--- config.mk ---
export PLATFORM = sky130hd
export DESIGN_NAME = cost_grid_pseudocolor_sampler
export DESIGN_NICKNAME = d
export VERILOG_FILES = /design/src/rtl/cgps_pkg.sv /design/src/rtl/cgps_div.sv /design/src/rtl/cgps_blend.sv /design/src/rtl/cgps_datapath.sv /design/src/rtl/cgps_ctrl.sv /design/src/rtl/cost_grid_pseudocolor_sampler.sv
export SDC_FILE = /design/constraint.sdc
export NUM_CORES = 2
export LEC_CHECK = 0
export BUFFER_PORTS_ARGS = -buffer_cell sky130_fd_sc_hd__buf_2
export CAP_MARGIN = 20
export CORE_ASPECT_RATIO = 0.9
export CORE_MARGIN = 3
export CORE_UTILIZATION = 40
export CTS_BUF_LIST = sky130_fd_sc_hd__clkbuf_4 sky130_fd_sc_hd__clkbuf_8
export CTS_CLUSTER_DIAMETER = 50
export CTS_CLUSTER_SIZE = 28
export DETAILED_ROUTE_END_ITERATION = 10
export SYNTH_ARGS = -nofsm -noshare
export SYNTH_HDL_FRONTEND = slang
export SYNTH_SLANG_ARGS = --single-unit
export TNS_END_PERCENT = 50
--- constraint.sdc ---
create_clock -name clk_i -period 17.8 [get_ports clk_i]
set_input_delay 1.78 -clock clk_i [delete_from_list [all_inputs] [get_ports clk_i]]
set_output_delay 1.78 -clock clk_i [all_outputs]
set_load 0.02 [all_outputs]
--- src/rtl/cgps_pkg.sv ---
// Shared types, constants and palette tables for the cost grid pseudocolor sampler.
// No dependencies; used by every module of the block.
package cgps_pkg;

  // Grid limits
  localparam int MAX_GRID_WIDTH  = 4096;
  localparam int MAX_GRID_HEIGHT = 4096;
  localparam int MAX_STRIDE      = 255;
  localparam int COL_W           = $clog2(MAX_GRID_WIDTH);
  localparam int ROW_W           = $clog2(MAX_GRID_HEIGHT);

  // Field widths
  localparam int COST_W   = 8;
  localparam int STRIDE_W = 8;
  localparam int GWIDTH_W = 13;
  localparam int PAL_W    = 3;
  localparam int CTR_W    = 14;
  localparam int CHAN_W   = 8;
  localparam int CFG_IDX_W  = 3;
  localparam int CFG_DATA_W = 13;
  localparam int S_TDATA_W  = 8;
  localparam int M_TDATA_W  = 56;

  // Normalized value: unsigned 17-bit fraction of 65536
  localparam int NQ_W = 17;
  localparam int QUO_W = 16;
  localparam logic [NQ_W-1:0] ONE_Q  = NQ_W'(65536);
  localparam logic [NQ_W-1:0] HALF_Q = NQ_W'(32768);

  // Channel blend pipeline depth
  localparam int BLEND_LAT = 3;

  // Configuration register indexes
  localparam logic [CFG_IDX_W-1:0] REG_MIN_COST  = 3'd0;
  localparam logic [CFG_IDX_W-1:0] REG_MAX_COST  = 3'd1;
  localparam logic [CFG_IDX_W-1:0] REG_PALETTE   = 3'd2;
  localparam logic [CFG_IDX_W-1:0] REG_SHOW_UNK  = 3'd3;
  localparam logic [CFG_IDX_W-1:0] REG_STRIDE    = 3'd4;
  localparam logic [CFG_IDX_W-1:0] REG_GRID_W    = 3'd5;

  // Palette codes
  localparam logic [PAL_W-1:0] PAL_SAFETY = 3'd0;
  localparam logic [PAL_W-1:0] PAL_PASTEL = 3'd1;
  localparam logic [PAL_W-1:0] PAL_CYAN   = 3'd6;

  // Unknown-cell greys
  localparam logic [CHAN_W-1:0] GREY_DARK     = 8'd51;
  localparam logic [CHAN_W-1:0] GREY_PASTEL_RG = 8'd217;
  localparam logic [CHAN_W-1:0] GREY_PASTEL_B  = 8'd224;

  // Palette endpoints in hundredths
  typedef logic [6:0] pct_t;

  // Per two-point palette: low r,g,b then high r,g,b
  localparam pct_t PASTEL_TAB [6][6] = '{
    '{7'd72, 7'd86, 7'd95, 7'd95, 7'd80, 7'd86},
    '{7'd72, 7'd86, 7'd95, 7'd95, 7'd77, 7'd77},
    '{7'd72, 7'd92, 7'd78, 7'd95, 7'd76, 7'd76},
    '{7'd97, 7'd86, 7'd70, 7'd95, 7'd73, 7'd73},
    '{7'd82, 7'd76, 7'd95, 7'd96, 7'd74, 7'd76},
    '{7'd71, 7'd92, 7'd93, 7'd95, 7'd74, 7'd76}
  };

  // Safety gradient: low, mid, high points
  localparam pct_t SAFETY_TAB [3][3] = '{
    '{7'd20, 7'd70, 7'd95},
    '{7'd20, 7'd85, 7'd35},
    '{7'd92, 7'd16, 7'd14}
  };

  // Controller to datapath commands
  typedef struct packed {
    logic accept;
    logic div_start;
    logic load_out;
  } cgps_cmd_t;

  // Datapath to controller status
  typedef struct packed {
    logic keep;
    logic need_div;
    logic div_done;
    logic out_free;
  } cgps_status_t;

endpackage

--- src/rtl/cgps_div.sv ---
// Restoring divider, one quotient bit per cycle, for the cost normalization.
// Depends on cgps_pkg. Computes ({num, 16'(d/2)}) / d for num < d.
module cgps_div (
  input  logic                        clk_i,
  input  logic                        rst_ni,
  input  logic                        start_i,
  input  logic [cgps_pkg::COST_W-1:0] num_i,
  input  logic [cgps_pkg::COST_W-1:0] den_i,
  output logic                        done_o,
  output logic [cgps_pkg::QUO_W-1:0]  quo_o
);

  localparam int CNT_W = $clog2(cgps_pkg::QUO_W);
  localparam logic [CNT_W-1:0] LAST = CNT_W'(cgps_pkg::QUO_W - 1);

  logic                        busy_q, busy_d;
  logic [CNT_W-1:0]            cnt_q, cnt_d;
  logic [cgps_pkg::COST_W-1:0] rem_q, rem_d;
  logic [cgps_pkg::COST_W-1:0] den_q, den_d;
  logic [cgps_pkg::QUO_W-1:0]  quo_q, quo_d;
  logic [cgps_pkg::COST_W:0]   trial;
  logic                        ge;

  // One shift-subtract step
  always_comb begin
    trial = {rem_q, quo_q[cgps_pkg::QUO_W-1]};
    ge    = trial >= {1'b0, den_q};
    busy_d = busy_q;
    cnt_d  = cnt_q;
    rem_d  = rem_q;
    den_d  = den_q;
    quo_d  = quo_q;
    if (start_i) begin
      busy_d = 1'b1;
      cnt_d  = '0;
      rem_d  = num_i;
      den_d  = den_i;
      // low dividend bits hold the rounding offset d/2
      quo_d  = cgps_pkg::QUO_W'(den_i[cgps_pkg::COST_W-1:1]);
    end else if (busy_q) begin
      rem_d = ge ? cgps_pkg::COST_W'(trial - {1'b0, den_q}) : trial[cgps_pkg::COST_W-1:0];
      quo_d = {quo_q[cgps_pkg::QUO_W-2:0], ge};
      cnt_d = cnt_q + CNT_W'(1);
      if (cnt_q == LAST) begin
        busy_d = 1'b0;
      end
    end
  end

  always_ff @(posedge clk_i or negedge rst_ni) begin
    if (!rst_ni) begin
      busy_q <= 1'b0;
      cnt_q  <= '0;
    end else begin
      busy_q <= busy_d;
      cnt_q  <= cnt_d;
    end
  end

  always_ff @(posedge clk_i) begin
    rem_q <= rem_d;
    den_q <= den_d;
    quo_q <= quo_d;
  end

  assign done_o = busy_q && (cnt_q == LAST);
  assign quo_o  = quo_q;

endmodule

--- src/rtl/cgps_blend.sv ---
// One color channel: blend between two endpoints and scale to 0..255, rounded.
// Depends on cgps_pkg. Three-stage pipeline: product, scale, divide by 100.
module cgps_blend (
  input  logic                        clk_i,
  input  logic [cgps_pkg::NQ_W-1:0]   t_i,
  input  cgps_pkg::pct_t              lo_i,
  input  cgps_pkg::pct_t              hi_i,
  output logic [cgps_pkg::CHAN_W-1:0] chan_o
);

  localparam int PROD_W = 26;
  localparam int SUM_W  = 23;
  localparam int X_W    = 31;
  localparam int Y_W    = 15;
  localparam int R_W    = 28;
  // 65536 * 100 / 2, the rounding offset
  localparam logic [X_W-1:0] ROUND_OFS = X_W'(3276800);
  // floor(y / 100) = (y * 5243) >> 19 for y below 43699
  localparam logic [12:0] RECIP_100 = 13'd5243;

  logic signed [7:0]        diff;
  logic signed [17:0]       t_s;
  logic signed [PROD_W-1:0] prod_d, prod_q;
  cgps_pkg::pct_t           lo_q;
  logic signed [PROD_W-1:0] sum;
  logic [SUM_W-1:0]         s;
  logic [X_W-1:0]           x;
  logic [Y_W-1:0]           y_d, y_q;
  logic [R_W-1:0]           r;
  logic [cgps_pkg::CHAN_W-1:0] z_d, z_q;

  // Stage A: (hi - lo) * t
  always_comb begin
    diff   = $signed({1'b0, hi_i}) - $signed({1'b0, lo_i});
    t_s    = $signed({1'b0, t_i});
    prod_d = diff * t_s;
  end

  // Stage B: 255 * (lo*65536 + prod) + offset, then drop 16 bits
  always_comb begin
    sum = $signed({3'b000, lo_q, 16'h0000}) + prod_q;
    s   = sum[SUM_W-1:0];
    x   = {s, 8'h00} - {8'h00, s} + ROUND_OFS;
    y_d = x[X_W-1:16];
  end

  // Stage C: divide by 100
  always_comb begin
    r   = R_W'(y_q) * R_W'(RECIP_100);
    z_d = r[26:19];
  end

  always_ff @(posedge clk_i) begin
    prod_q <= prod_d;
    lo_q   <= lo_i;
    y_q    <= y_d;
    z_q    <= z_d;
  end

  assign chan_o = z_q;

endmodule

--- src/rtl/cgps_datapath.sv ---
// Datapath: configuration registers, raster counters, normalization, color lanes
// and the output register. Depends on cgps_pkg, cgps_div and cgps_blend.
module cgps_datapath (
  input  logic                            clk_i,
  input  logic                            rst_ni,
  // configuration
  input  logic                            cfg_we_i,
  input  logic [cgps_pkg::CFG_IDX_W-1:0]  cfg_idx_i,
  input  logic [cgps_pkg::CFG_DATA_W-1:0] cfg_data_i,
  // input item
  input  logic [cgps_pkg::COST_W-1:0]     cell_cost_i,
  input  logic                            frame_start_i,
  // control
  input  cgps_pkg::cgps_cmd_t             cmd_i,
  output cgps_pkg::cgps_status_t          status_o,
  // result
  input  logic                            out_ready_i,
  output logic                            out_valid_o,
  output logic [cgps_pkg::CTR_W-1:0]      center_col_half_o,
  output logic [cgps_pkg::CTR_W-1:0]      center_row_half_o,
  output logic [cgps_pkg::CHAN_W-1:0]     red_o,
  output logic [cgps_pkg::CHAN_W-1:0]     green_o,
  output logic [cgps_pkg::CHAN_W-1:0]     blue_o,
  output logic                            is_unknown_o
);

  localparam int CW = cgps_pkg::COL_W;
  localparam int RW = cgps_pkg::ROW_W;
  localparam int SW = cgps_pkg::STRIDE_W;
  localparam int GW = cgps_pkg::GWIDTH_W;
  localparam int VW = cgps_pkg::COST_W;

  // ---- configuration registers ----
  logic signed [VW-1:0]         min_q, max_q;
  logic [cgps_pkg::PAL_W-1:0]   pal_q;
  logic                         show_q;
  logic [SW-1:0]                stride_q;
  logic [GW-1:0]                width_q;

  always_ff @(posedge clk_i or negedge rst_ni) begin
    if (!rst_ni) begin
      min_q    <= '0;
      max_q    <= VW'(100);
      pal_q    <= cgps_pkg::PAL_SAFETY;
      show_q   <= 1'b0;
      stride_q <= SW'(1);
      width_q  <= GW'(1024);
    end else if (cfg_we_i) begin
      unique case (cfg_idx_i)
        cgps_pkg::REG_MIN_COST: min_q    <= cfg_data_i[VW-1:0];
        cgps_pkg::REG_MAX_COST: max_q    <= cfg_data_i[VW-1:0];
        cgps_pkg::REG_PALETTE:  pal_q    <= cfg_data_i[cgps_pkg::PAL_W-1:0];
        cgps_pkg::REG_SHOW_UNK: show_q   <= cfg_data_i[0];
        cgps_pkg::REG_STRIDE:   stride_q <= cfg_data_i[SW-1:0];
        cgps_pkg::REG_GRID_W:   width_q  <= cfg_data_i[GW-1:0];
        default: ;
      endcase
    end
  end

  // ---- raster counters ----
  logic [CW-1:0] col_q, col_d, cc0;
  logic [RW-1:0] row_q, row_d, rc0;
  logic [SW-1:0] cph_q, cph_d, rph_q, rph_d;
  logic [SW-1:0] stride_eff, cp0, rp0, cp1, rp1;
  logic [GW-1:0] width_eff;
  logic [CW:0]   col_inc;
  logic [RW:0]   row_inc;
  logic [SW:0]   cp_inc, rp_inc;
  logic          cost_neg, keep;

  always_comb begin
    stride_eff = (stride_q == '0) ? SW'(1) : stride_q;
    if (width_q == '0) begin
      width_eff = GW'(1);
    end else if (width_q > GW'(cgps_pkg::MAX_GRID_WIDTH)) begin
      width_eff = GW'(cgps_pkg::MAX_GRID_WIDTH);
    end else begin
      width_eff = width_q;
    end
    // frame start restarts at column 0, row 0
    cc0 = frame_start_i ? '0 : col_q;
    rc0 = frame_start_i ? '0 : row_q;
    cp0 = frame_start_i ? '0 : cph_q;
    rp0 = frame_start_i ? '0 : rph_q;
    // phases left over from a larger stride
    cp1 = (cp0 >= stride_eff) ? '0 : cp0;
    rp1 = (rp0 >= stride_eff) ? '0 : rp0;
    cost_neg = cell_cost_i[VW-1];
    keep = (cp1 == '0) && (rp1 == '0) && (!cost_neg || show_q);

    col_inc = {1'b0, cc0} + (CW+1)'(1);
    row_inc = {1'b0, rc0} + (RW+1)'(1);
    cp_inc  = {1'b0, cp1} + (SW+1)'(1);
    rp_inc  = {1'b0, rp1} + (SW+1)'(1);
    col_d = col_q;
    row_d = row_q;
    cph_d = cph_q;
    rph_d = rph_q;
    if (cmd_i.accept) begin
      if (GW'(col_inc) >= width_eff) begin
        // row end
        col_d = '0;
        cph_d = '0;
        if (row_inc >= (RW+1)'(cgps_pkg::MAX_GRID_HEIGHT)) begin
          row_d = '0;
          rph_d = '0;
        end else begin
          row_d = row_inc[RW-1:0];
          rph_d = (rp_inc >= {1'b0, stride_eff}) ? '0 : rp_inc[SW-1:0];
        end
      end else begin
        col_d = col_inc[CW-1:0];
        row_d = rc0;
        cph_d = (cp_inc >= {1'b0, stride_eff}) ? '0 : cp_inc[SW-1:0];
        rph_d = rp1;
      end
    end
  end

  always_ff @(posedge clk_i or negedge rst_ni) begin
    if (!rst_ni) begin
      col_q <= '0;
      row_q <= '0;
      cph_q <= '0;
      rph_q <= '0;
    end else begin
      col_q <= col_d;
      row_q <= row_d;
      cph_q <= cph_d;
      rph_q <= rph_d;
    end
  end

  // ---- normalization operands ----
  logic signed [VW:0] num_s, den_s;
  logic [VW-1:0]      den_eff;
  logic               n_zero, n_full;

  always_comb begin
    num_s   = $signed({cell_cost_i[VW-1], cell_cost_i}) - $signed({min_q[VW-1], min_q});
    den_s   = $signed({max_q[VW-1], max_q}) - $signed({min_q[VW-1], min_q});
    // empty range divides by one
    den_eff = (den_s < $signed((VW+1)'(1))) ? VW'(1) : den_s[VW-1:0];
    n_zero  = num_s <= $signed((VW+1)'(0));
    n_full  = num_s >= $signed({1'b0, den_eff});
  end

  // captured at accept
  logic [cgps_pkg::CTR_W-1:0] col_half_q, row_half_q;
  logic                       unk_q, zero_q, full_q;

  always_ff @(posedge clk_i) begin
    if (cmd_i.accept) begin
      col_half_q <= cgps_pkg::CTR_W'({cc0, 1'b0}) + cgps_pkg::CTR_W'(stride_eff);
      row_half_q <= cgps_pkg::CTR_W'({rc0, 1'b0}) + cgps_pkg::CTR_W'(stride_eff);
      unk_q      <= cost_neg;
      zero_q     <= n_zero;
      full_q     <= n_full;
    end
  end

  // ---- divider ----
  logic                       div_done;
  logic [cgps_pkg::QUO_W-1:0] quo;

  cgps_div u_div (
    .clk_i   (clk_i),
    .rst_ni  (rst_ni),
    .start_i (cmd_i.div_start),
    .num_i   (num_s[VW-1:0]),
    .den_i   (den_eff),
    .done_o  (div_done),
    .quo_o   (quo)
  );

  // ---- gradient position and endpoints ----
  logic [cgps_pkg::NQ_W-1:0] n_val, n_ofs, t_val;
  logic                      seg_hi, pastel;
  logic [cgps_pkg::PAL_W-1:0] pal_idx;
  cgps_pkg::pct_t            lo_pct [3];
  cgps_pkg::pct_t            hi_pct [3];

  always_comb begin
    if (zero_q) begin
      n_val = '0;
    end else if (full_q) begin
      n_val = cgps_pkg::ONE_Q;
    end else begin
      n_val = {1'b0, quo};
    end
    pastel  = (pal_q >= cgps_pkg::PAL_PASTEL) && (pal_q <= cgps_pkg::PAL_CYAN);
    pal_idx = pal_q - cgps_pkg::PAL_PASTEL;
    seg_hi  = n_val >= cgps_pkg::HALF_Q;
    n_ofs   = seg_hi ? (n_val - cgps_pkg::HALF_Q) : n_val;
    t_val   = pastel ? n_val : {n_ofs[cgps_pkg::NQ_W-2:0], 1'b0};
    for (int k = 0; k < 3; k++) begin
      if (pastel) begin
        lo_pct[k] = cgps_pkg::PASTEL_TAB[pal_idx][k];
        hi_pct[k] = cgps_pkg::PASTEL_TAB[pal_idx][k+3];
      end else if (seg_hi) begin
        lo_pct[k] = cgps_pkg::SAFETY_TAB[1][k];
        hi_pct[k] = cgps_pkg::SAFETY_TAB[2][k];
      end else begin
        lo_pct[k] = cgps_pkg::SAFETY_TAB[0][k];
        hi_pct[k] = cgps_pkg::SAFETY_TAB[1][k];
      end
    end
  end

  // ---- color lanes ----
  logic [cgps_pkg::CHAN_W-1:0] chan [3];

  for (genvar g = 0; g < 3; g++) begin : g_lane
    cgps_blend u_blend (
      .clk_i  (clk_i),
      .t_i    (t_val),
      .lo_i   (lo_pct[g]),
      .hi_i   (hi_pct[g]),
      .chan_o (chan[g])
    );
  end

  // ---- output register ----
  logic                        out_valid_q, out_valid_d;
  logic [cgps_pkg::CHAN_W-1:0] red_q, green_q, blue_q;
  logic [cgps_pkg::CHAN_W-1:0] red_d, green_d, blue_d;
  logic [cgps_pkg::CTR_W-1:0]  ocol_q, orow_q;
  logic                        ounk_q;

  always_comb begin
    if (!unk_q) begin
      red_d   = chan[0];
      green_d = chan[1];
      blue_d  = chan[2];
    end else if (pal_q == cgps_pkg::PAL_PASTEL) begin
      red_d   = cgps_pkg::GREY_PASTEL_RG;
      green_d = cgps_pkg::GREY_PASTEL_RG;
      blue_d  = cgps_pkg::GREY_PASTEL_B;
    end else begin
      red_d   = cgps_pkg::GREY_DARK;
      green_d = cgps_pkg::GREY_DARK;
      blue_d  = cgps_pkg::GREY_DARK;
    end
    if (cmd_i.load_out) begin
      out_valid_d = 1'b1;
    end else if (out_ready_i) begin
      out_valid_d = 1'b0;
    end else begin
      out_valid_d = out_valid_q;
    end
  end

  always_ff @(posedge clk_i or negedge rst_ni) begin
    if (!rst_ni) begin
      out_valid_q <= 1'b0;
    end else begin
      out_valid_q <= out_valid_d;
    end
  end

  always_ff @(posedge clk_i) begin
    if (cmd_i.load_out) begin
      ocol_q  <= col_half_q;
      orow_q  <= row_half_q;
      red_q   <= red_d;
      green_q <= green_d;
      blue_q  <= blue_d;
      ounk_q  <= unk_q;
    end
  end

  // ---- status ----
  assign status_o.keep     = keep;
  assign status_o.need_div = !cost_neg && !n_zero && !n_full;
  assign status_o.div_done = div_done;
  assign status_o.out_free = !out_valid_q || out_ready_i;

  assign out_valid_o       = out_valid_q;
  assign center_col_half_o = ocol_q;
  assign center_row_half_o = orow_q;
  assign red_o             = red_q;
  assign green_o           = green_q;
  assign blue_o            = blue_q;
  assign is_unknown_o      = ounk_q;

endmodule

--- src/rtl/cgps_ctrl.sv ---
// Controller: sequences accept, normalization divide, color blend and result load.
// Depends on cgps_pkg.
module cgps_ctrl (
  input  logic                   clk_i,
  input  logic                   rst_ni,
  input  logic                   in_valid_i,
  output logic                   in_ready_o,
  input  cgps_pkg::cgps_status_t status_i,
  output cgps_pkg::cgps_cmd_t    cmd_o
);

  localparam logic [1:0] ST_IDLE  = 2'd0;
  localparam logic [1:0] ST_DIV   = 2'd1;
  localparam logic [1:0] ST_BLEND = 2'd2;
  localparam logic [1:0] ST_LOAD  = 2'd3;
  localparam logic [1:0] BLEND_LAST = 2'(cgps_pkg::BLEND_LAT - 1);

  logic [1:0] state_q, state_d;
  logic [1:0] cnt_q, cnt_d;
  logic       accept;

  always_comb begin
    accept  = in_valid_i && (state_q == ST_IDLE);
    state_d = state_q;
    cnt_d   = cnt_q;
    cmd_o.accept    = accept;
    cmd_o.div_start = accept && status_i.keep && status_i.need_div;
    cmd_o.load_out  = 1'b0;
    unique case (state_q)
      ST_IDLE: begin
        cnt_d = '0;
        if (accept && status_i.keep) begin
          state_d = status_i.need_div ? ST_DIV : ST_BLEND;
        end
      end
      ST_DIV: begin
        if (status_i.div_done) begin
          state_d = ST_BLEND;
        end
      end
      ST_BLEND: begin
        // wait out the channel pipeline
        cnt_d = cnt_q + 2'd1;
        if (cnt_q == BLEND_LAST) begin
          state_d = ST_LOAD;
        end
      end
      ST_LOAD: begin
        if (status_i.out_free) begin
          cmd_o.load_out = 1'b1;
          state_d        = ST_IDLE;
        end
      end
      default: state_d = ST_IDLE;
    endcase
  end

  always_ff @(posedge clk_i or negedge rst_ni) begin
    if (!rst_ni) begin
      state_q <= ST_IDLE;
      cnt_q   <= '0;
    end else begin
      state_q <= state_d;
      cnt_q   <= cnt_d;
    end
  end

  assign in_ready_o = (state_q == ST_IDLE);

endmodule

--- src/rtl/cost_grid_pseudocolor_sampler.sv ---
// Cost grid pseudocolor sampler: takes grid cells in raster order, keeps every
// stride-th column and row, and emits each kept cell's center in half-cell units
// with an RGB color from the selected gradient palette. A dropped cell is taken
// and discarded. A kept cell skips the divider when no division is needed
// (unknown cells, costs at or below min_cost or at or above max_cost);
// otherwise the normalization divider yields one quotient bit per cycle. The
// three color channels pass through a 3-stage blend pipeline. The result sits in
// an output register, so a new cell is taken while the previous result waits.
// Depends on cgps_pkg, cgps_ctrl and cgps_datapath.
module cost_grid_pseudocolor_sampler (
  input  logic                             clk_i,
  input  logic                             rst_ni,
  // configuration write port
  input  logic                             cfg_we_i,
  input  logic [cgps_pkg::CFG_IDX_W-1:0]   cfg_idx_i,
  input  logic [cgps_pkg::CFG_DATA_W-1:0]  cfg_data_i,
  // cell stream
  input  logic                             s_axis_tvalid,
  output logic                             s_axis_tready,
  input  logic [cgps_pkg::S_TDATA_W-1:0]   s_axis_tdata,  // [7:0] cell_cost
  input  logic                             s_axis_tuser,  // [0] frame_start
  // sample stream
  output logic                             m_axis_tvalid,
  input  logic                             m_axis_tready,
  // [13:0] center_col_half, [27:14] center_row_half, [35:28] red,
  // [43:36] green, [51:44] blue, [55:52] zero
  output logic [cgps_pkg::M_TDATA_W-1:0]   m_axis_tdata,
  output logic                             m_axis_tuser   // [0] is_unknown
);

  cgps_pkg::cgps_cmd_t    cmd;
  cgps_pkg::cgps_status_t status;

  logic [cgps_pkg::CTR_W-1:0]  col_half, row_half;
  logic [cgps_pkg::CHAN_W-1:0] red, green, blue;

  cgps_ctrl u_ctrl (
    .clk_i      (clk_i),
    .rst_ni     (rst_ni),
    .in_valid_i (s_axis_tvalid),
    .in_ready_o (s_axis_tready),
    .status_i   (status),
    .cmd_o      (cmd)
  );

  cgps_datapath u_dp (
    .clk_i             (clk_i),
    .rst_ni            (rst_ni),
    .cfg_we_i          (cfg_we_i),
    .cfg_idx_i         (cfg_idx_i),
    .cfg_data_i        (cfg_data_i),
    .cell_cost_i       (s_axis_tdata[cgps_pkg::COST_W-1:0]),
    .frame_start_i     (s_axis_tuser),
    .cmd_i             (cmd),
    .status_o          (status),
    .out_ready_i       (m_axis_tready),
    .out_valid_o       (m_axis_tvalid),
    .center_col_half_o (col_half),
    .center_row_half_o (row_half),
    .red_o             (red),
    .green_o           (green),
    .blue_o            (blue),
    .is_unknown_o      (m_axis_tuser)
  );

  // pack result fields, lowest first
  assign m_axis_tdata = {4'h0, blue, green, red, row_half, col_half};

endmodule

== Yosys cells after proc, flatten, opt, wreduce, memory -nomap -nowiden ==
Memories as Yosys holds them, arrays and structs flattened.
Index checks and enable logic that the tools add are counted.

* Register bits: 366
* Bits in latches: 0
* Bits in writable memories: 0
* ROM bits: 336
* Input bits: 30
* Output and inout bits: 59
* Word-level logic and storage cells: 197
* Memories kept: 1

* $add $sub $neg: 25
* Multiply operators: 6
* Div/mod/pow operators: 0
* $lt $le $gt $ge: 15
* Equality and inequality tests: 15
* Shift-type cells: 0
* Multiplexer cells: 61
* Bitwise logic cells: 1
* Reduce and logical (&&, ||, !) cells: 31

{| class="wikitable"
|+ Memories
! name !! depth !! bits a word !! rd ports !! clocked after memory_dff !! write ports !! line !! source
|-
| (no name shown) || 8 || 42 || 1 || 0 || 0 || cgps_datapath.sv:199 || <nowiki>lo_pct[k] = cgps_pkg::PASTEL_TAB[pal_idx][k];</nowiki>
|}

{| class="wikitable"
|+ Operators with widths
! kind !! number
|-
| $mux 8 || 19
|-
| $add 31x22->31 const B || 3
|-
| $sub 31x23->31 || 3
|-
| $mux 42 || 2
|-
| $mul 15x13->27 const B || 3
|-
| $mux 7 || 11
|-
| $add 23x23->23 || 3
|-
| $mul 8x18->23 || 3
|-
| $mux 12 || 5
|-
| $mux 17 || 3
|-
| $add 13x8->14 || 2
|-
| $ge 9x8->1 || 3
|-
| $add 12x1->13 const B || 2
|-
| $mux 13 || 2
|-
| $logic_not 8->1 || 3
|-
| $sub 7x7->8 || 3
|-
| $add 8x1->9 const B || 2
|-
| $sub 8x8->9 || 2
|-
| $ge 17x16->1 const B || 1
|-
| $ge 8x8->1 || 2
|-
| $mux 16 || 1
|-
| $sub 16x16->16 const B || 1
|-
| $ge 13x13->1 || 1
|-
| $ge 13x13->1 const B || 1
|-
| 36 further kinds || 73
|}

== Depth between registers and ports, before layout ==
* Word-level depth: 10
* Mapped depth: 37
* Mapped depth without buffers: 33

== Modules after synthesis ==
A second synthesis with hierarchy kept.

* Cell total of the unflattened synthesis: 4,577
* Area, all modules: 43,584.3 µm²

{| class="wikitable"
|+ Modules (own cells, without submodules)
! module !! times used !! cells an instance !! area an instance (µm²) !! sequential area each (µm²)
|-
| cgps_blend (u_dp.g_lane[2].u_blend) || 1 || 1,144 || 10,542.6 || 1,061.0
|-
| cgps_blend (u_dp.g_lane[1].u_blend) || 1 || 1,095 || 10,281.1 || 1,061.0
|-
| cgps_datapath || 1 || 1,042 || 10,243.6 || 4,520.6
|-
| cgps_blend (u_dp.g_lane[0].u_blend) || 1 || 1,077 || 10,183.5 || 1,061.0
|-
| cgps_div || 1 || 181 || 1,971.9 || 996.0
|-
| cgps_ctrl || 1 || 33 || 327.8 || 100.1
|-
| cost_grid_pseudocolor_sampler || 1 || 5 || 33.8 || 0.0
|}

== Worst setup path before layout ==
No wires, ideal clock.

* Kind: register to register
* Start point: register u_dp.pal_q[0] (netlist bit)
* End point: register u_dp.g_lane[1].u_blend.prod_q[22]
* Setup time: 0.072 ns
* Arrival time: 7.759 ns
* Data required time: 17.728 ns
* Slack: 9.969 ns
* Cell stages (with the launch flop): 33
* Buffers on the path: 4
* Period minus slack after synthesis: 7.831 ns
* Cells stage by stage: dfrtp_1 buf_6 inv_1 ha_1 nand3b_1 o21ai_2 inv_2 buf_1 clkbuf_1 o21ai_0 nand2_1 fa_1 nand2_1 o21ba_2 or2_2 a21oi_1 clkbuf_1 nor2_1 fa_1 fa_1 fa_1 inv_1 fa_1 inv_1 ha_1 o21ai_0 a21oi_1 o41ai_2 o21ai_0 o41a_1 a41o_1 o41ai_1 xnor2_1

* Word-level cells in the longest chain between the ends: 8
* Elaborated cells on any way between the ends: 13
* Classes of those cells: 2 x add/sub; 1 x mul; 2 x order compare; 5 x mux; 1 x bitwise; 1 x reduce/logical; 1 x memory

{| class="wikitable"
|+ Ends and longest elaborated chain
! what !! line !! source
|-
| start, declared || cgps_datapath.sv:35 || <nowiki>logic [cgps_pkg::PAL_W-1:0] pal_q;</nowiki>
|-
| start signal, assigned || cgps_datapath.sv:44 || <nowiki>pal_q <= cgps_pkg::PAL_SAFETY;</nowiki>
|-
| start signal, assigned || cgps_datapath.sv:52 || <nowiki>cgps_pkg::REG_PALETTE: pal_q <= cfg_data_i[cgps_pkg::PAL_W-1:0];</nowiki>
|-
| $sub 3x1->3 || cgps_datapath.sv:193 || <nowiki>pal_idx = pal_q - cgps_pkg::PAL_PASTEL;</nowiki>
|-
| $not 3->4 (implied by the code) || cgps_datapath.sv:199, cgps_datapath.sv:200 ||
|-
| $mem_v2 8x42 || n/a ||
|-
| $mux 42 || n/a ||
|-
| $mux 42 (implied by the code) || cgps_datapath.sv:199 ||
|-
| $mux 7 || cgps_datapath.sv:198 || <nowiki>if (pastel) begin</nowiki>
|-
| $sub 7x7->8 || cgps_blend.sv:34 || <nowiki>diff = $signed({1'b0, hi_i}) - $signed({1'b0, lo_i});</nowiki>
|-
| $mul 8x18->23 * || cgps_blend.sv:36 || <nowiki>prod_d = diff * t_s;</nowiki>
|-
| net u_dp.g_lane[1].u_blend.prod_d[22] || cgps_blend.sv:23 || <nowiki>logic signed [PROD_W-1:0] prod_d, prod_q;</nowiki>
|-
| end signal, assigned || cgps_blend.sv:54 || <nowiki>prod_q <= prod_d;</nowiki>
|-
| end, declared || cgps_blend.sv:23 ||
|}

The timed path passes the listed nets; every way through them passes the cells marked *. The select of a mux whose other input is x is not followed.
A chain may end at the register's enable or synchronous reset.

== Final worst setup path ==
* Start point: register u_dp.pal_q[0] (netlist bit)
* End point: register u_dp.g_lane[2].u_blend.prod_q[22]

* Word-level cells in the longest chain between the ends: 8
* Elaborated cells on any way between the ends: 13
* Classes of those cells: 2 x add/sub; 1 x mul; 2 x order compare; 5 x mux; 1 x bitwise; 1 x reduce/logical; 1 x memory

{| class="wikitable"
|+ Ends and longest elaborated chain
! what !! line
|-
| $sub 3x1->3 || cgps_datapath.sv:193
|-
| $not 3->4 (implied by the code) || cgps_datapath.sv:199, cgps_datapath.sv:200
|-
| $mem_v2 8x42 || n/a
|-
| $mux 42 (2 in series) || n/a
|-
| $mux 7 || cgps_datapath.sv:198
|-
| $sub 7x7->8 || cgps_blend.sv:34
|-
| $mul 8x18->23 * || cgps_blend.sv:36
|-
| net u_dp.g_lane[2].u_blend.prod_d[22] || cgps_blend.sv:23
|-
| end signal, assigned || cgps_blend.sv:54
|-
| end, declared || cgps_blend.sv:23
|}

Marked as above.

==> impl_metrics.toml <==
[die]
dieArea_um2 = 109000
die_w_um = 348
core_um2 = 104000
die_y_um = 313
io_pins = 89
start_util = 0.404
rows = 112

[place]
gp_congestion = 0.896
io_buffers = 84
place_hpwl_um = 77200
placement.cell_area_um2 = 44100
dp_slack_ns = 9.02

[min_path]
hold_path_class = "reg -> reg"

[yosys]
synthMuxAreaShare = 0.0191
synth_compound_area_frac = 0.0791
synth_top_family_by_area = "adder cells"
synth_fa_ha_area_frac = 0.436
netlist_instances = 4484
seq_area_frac_synth = 0.207
yosys-top-cells-area = "fa_1 23%, ha_1 20%, inv_1 8.5%, dfxtp_1 7.8%, edfxtp_1 7.5%"
ys.flop_type = "dfxtp_1"
synthDistinctLibCells = 81
synth-warning-count = 0
yosys.area_share.simple = 0.119
synthXorXnorAreaFrac = 0.0439
netlist.top_cell.by_area = "fa_1"
ys_ff_latch = 359
synth_top_area_frac = 0.232
synth_edf_count = 105
async_flop_share = 0.253
syn-mean-instance-area_um2 = 9.37
syn-cell-area_um2 = 42000

[sta]
final_hold_viol_count = 0
max_slew_margin = 0.229
skew_ns = 0.0624
worstMarginPinSlew_ns = 1.16
fin_crit_ns = 8.99
fin_crit_sh = 0.505
fin_setup_tns_ns = 0
setup_viol = 0
fmax_ghz = 0.111
setup_ws_ns = 8.81
rsz0062_at_grt = "false"
finalMaxSlewViolations = 0

[worst_setup_path]
crit_required_ns = 18.35
critPathSlowestCell = "dfrtp_1"
startpoint_type = "flip-flop"
max_stage_delay_ns = 0.61
critPathMaxFanout = 13
path_class = "reg -> reg"
critical_path.endpoint_type = "flip-flop"
critPathArrivalTime_ns = 9.54

[final_layout]
postLayoutCellArea_um2 = 45300
final_cell_mix = "946 x inv_1, 686 x ha_1, 506 x nor2_1"
final_util = 0.436
n_fill_cell = 10100
layout_commonest_cell = "inv_1"
drive_gt1_frac = 0.0695
nets = 5766
synthToLayoutAreaGrowth_pct = 7.88

[clock_network]
cts_tree = "built"
hold_buffers = 0
cts_root_buffer = "clkbuf_8"
cts_num_sinks = 359
cts.path.max_buffers = 3
clock_latency_ns = 0.72
clkTransAtPathRegs_ns = 0.10
htree_levels = 2
cts_setup_buffers = 0
numCtsBuffers = 49
ctsResizeCount = 0

[status]
run_status = "finished, final reports clean"

[routing]
wl_um = 94300
dr.pass1.iters = 7
via_per_inst = 4.90
post_drt_wl_per_cell_um = 15.8
detail-route-antenna-nets = 0
vias = 29300
remaining_drc_errors = 0
drt_iter0_drc = 1505

[job]
cap_violations = 0

[grt]
grt_max_degree = 65
antenna_found_initial = 2
grt_pass1_wl_um = 158000
grt_pass1_vias = 30400
grt-ovfl-total = 0
track_usage = 0.178
cells in the mapped netlist, types with 33 or more instances:
cell	instances
inv_1	947
ha_1	686
nor2_1	506
fa_1	487
nand2_1	227
dfxtp_1	163
xnor2_1	158
o21ai_0	143
a21oi_1	116
edfxtp_1	105
clkbuf_1	86
dfrtp_1	86
nand2b_1	65
nor2b_1	63
nor3_1	53
nand3_1	52
xor2_1	50
a21o_1	43
mux2_2	42
o21a_1	35
mux2i_1	33
metal layers:
layer,share of wire,global-route usage
met1,0.49,0.256
met2,0.44,0.284
met3,0.045,0.0273
met4,0.021,0.0405
met5,0,0
stage by stage:
| step | hold WS [ns] | instances |
|---|---|---|
| CTS | 0.428 | 5968 |
| global route | 0.431 | 5975 |
| global placement | 0.402 | 5875 |
| detailed placement | 0.405 | 5876 |
| floorplan | 0.400 | 4487 |
| finish | 0.423 | 5975 |
layout make-up:
class                           instances  area (µm²)  share of cell area
Clock buffer                           54         724              0.0160
Inverter                              951        3570              0.0788
Clock inverter                         38         480              0.0106
Sequential cell                       359        8700               0.192
Multi-Input combinational cell       3071       29300               0.647
Antenna cell                            3        7.51            0.000166
Tap cell                             1368        1710              0.0378
Timing Repair Buffer                  131         793              0.0175
cell families (layout without fill, tap and decap cells):
logic type,count (synthesis),in the layout
adders and majority gates,1173,1173
and+or+nand+nor,1101,1101
muxes,75,75
xor gates and xnor gates,209,209
AOI/OAI and AO/OA,509,509
buffers and inverters,1057,1174
DFF,359,359
other,1,7
path summary, 6_finish.rpt:
path	start	endpoint	slack [ns]	cells after the start
max in group asynchronous	rst_ni	u_ctrl.cnt_q[0]	15.66	2
min	u_dp.col_half_q[8]	u_dp.center_col_half_o[8]	0.42	0
max reg2reg	u_dp.pal_q[0]	u_dp.g_lane[2].u_blend.prod_q[22]	8.81	28
max	u_dp.pal_q[0]	u_dp.g_lane[2].u_blend.prod_q[22]	8.81	28
min reg2reg	u_dp.col_half_q[8]	u_dp.center_col_half_o[8]	0.42	0
min in group asynchronous	rst_ni	u_dp.cph_q[2]	1.03	1
sequential cells by signal, indices dropped and copies added, names as in the netlist, 12 cells and up:
name	flops
u_dp.g_lane.u_blend.y_q	45
u_dp.col_half_q	13
u_dp.col_q	12
u_dp.center_col_half_o	13
u_dp.u_div.quo_o	16
u_dp.g_lane.u_blend.lo_q	16
u_dp.g_lane.u_blend.chan_o	24
u_dp.g_lane.u_blend.prod_q	69
u_dp.row_half_q	14
u_dp.row_q	12
u_dp.width_q	13
u_dp.center_row_half_o	14
critical path: cells and delay by family, from the launching register on:
kind | cells | cell delay [ns]
AOI/OAI and AO/OA | 11 | 3.16
buffers and inverters | 5 | 0.64
xor gates and xnor gates | 2 | 0.66
DFF | 1 | 0.61
and+or+nand+nor | 3 | 0.86
adders and majority gates | 7 | 2.91
Power is left out: the tool's default activity adds up to more than one toggle a clock period on the data nets, which glitch-free logic cannot reach.
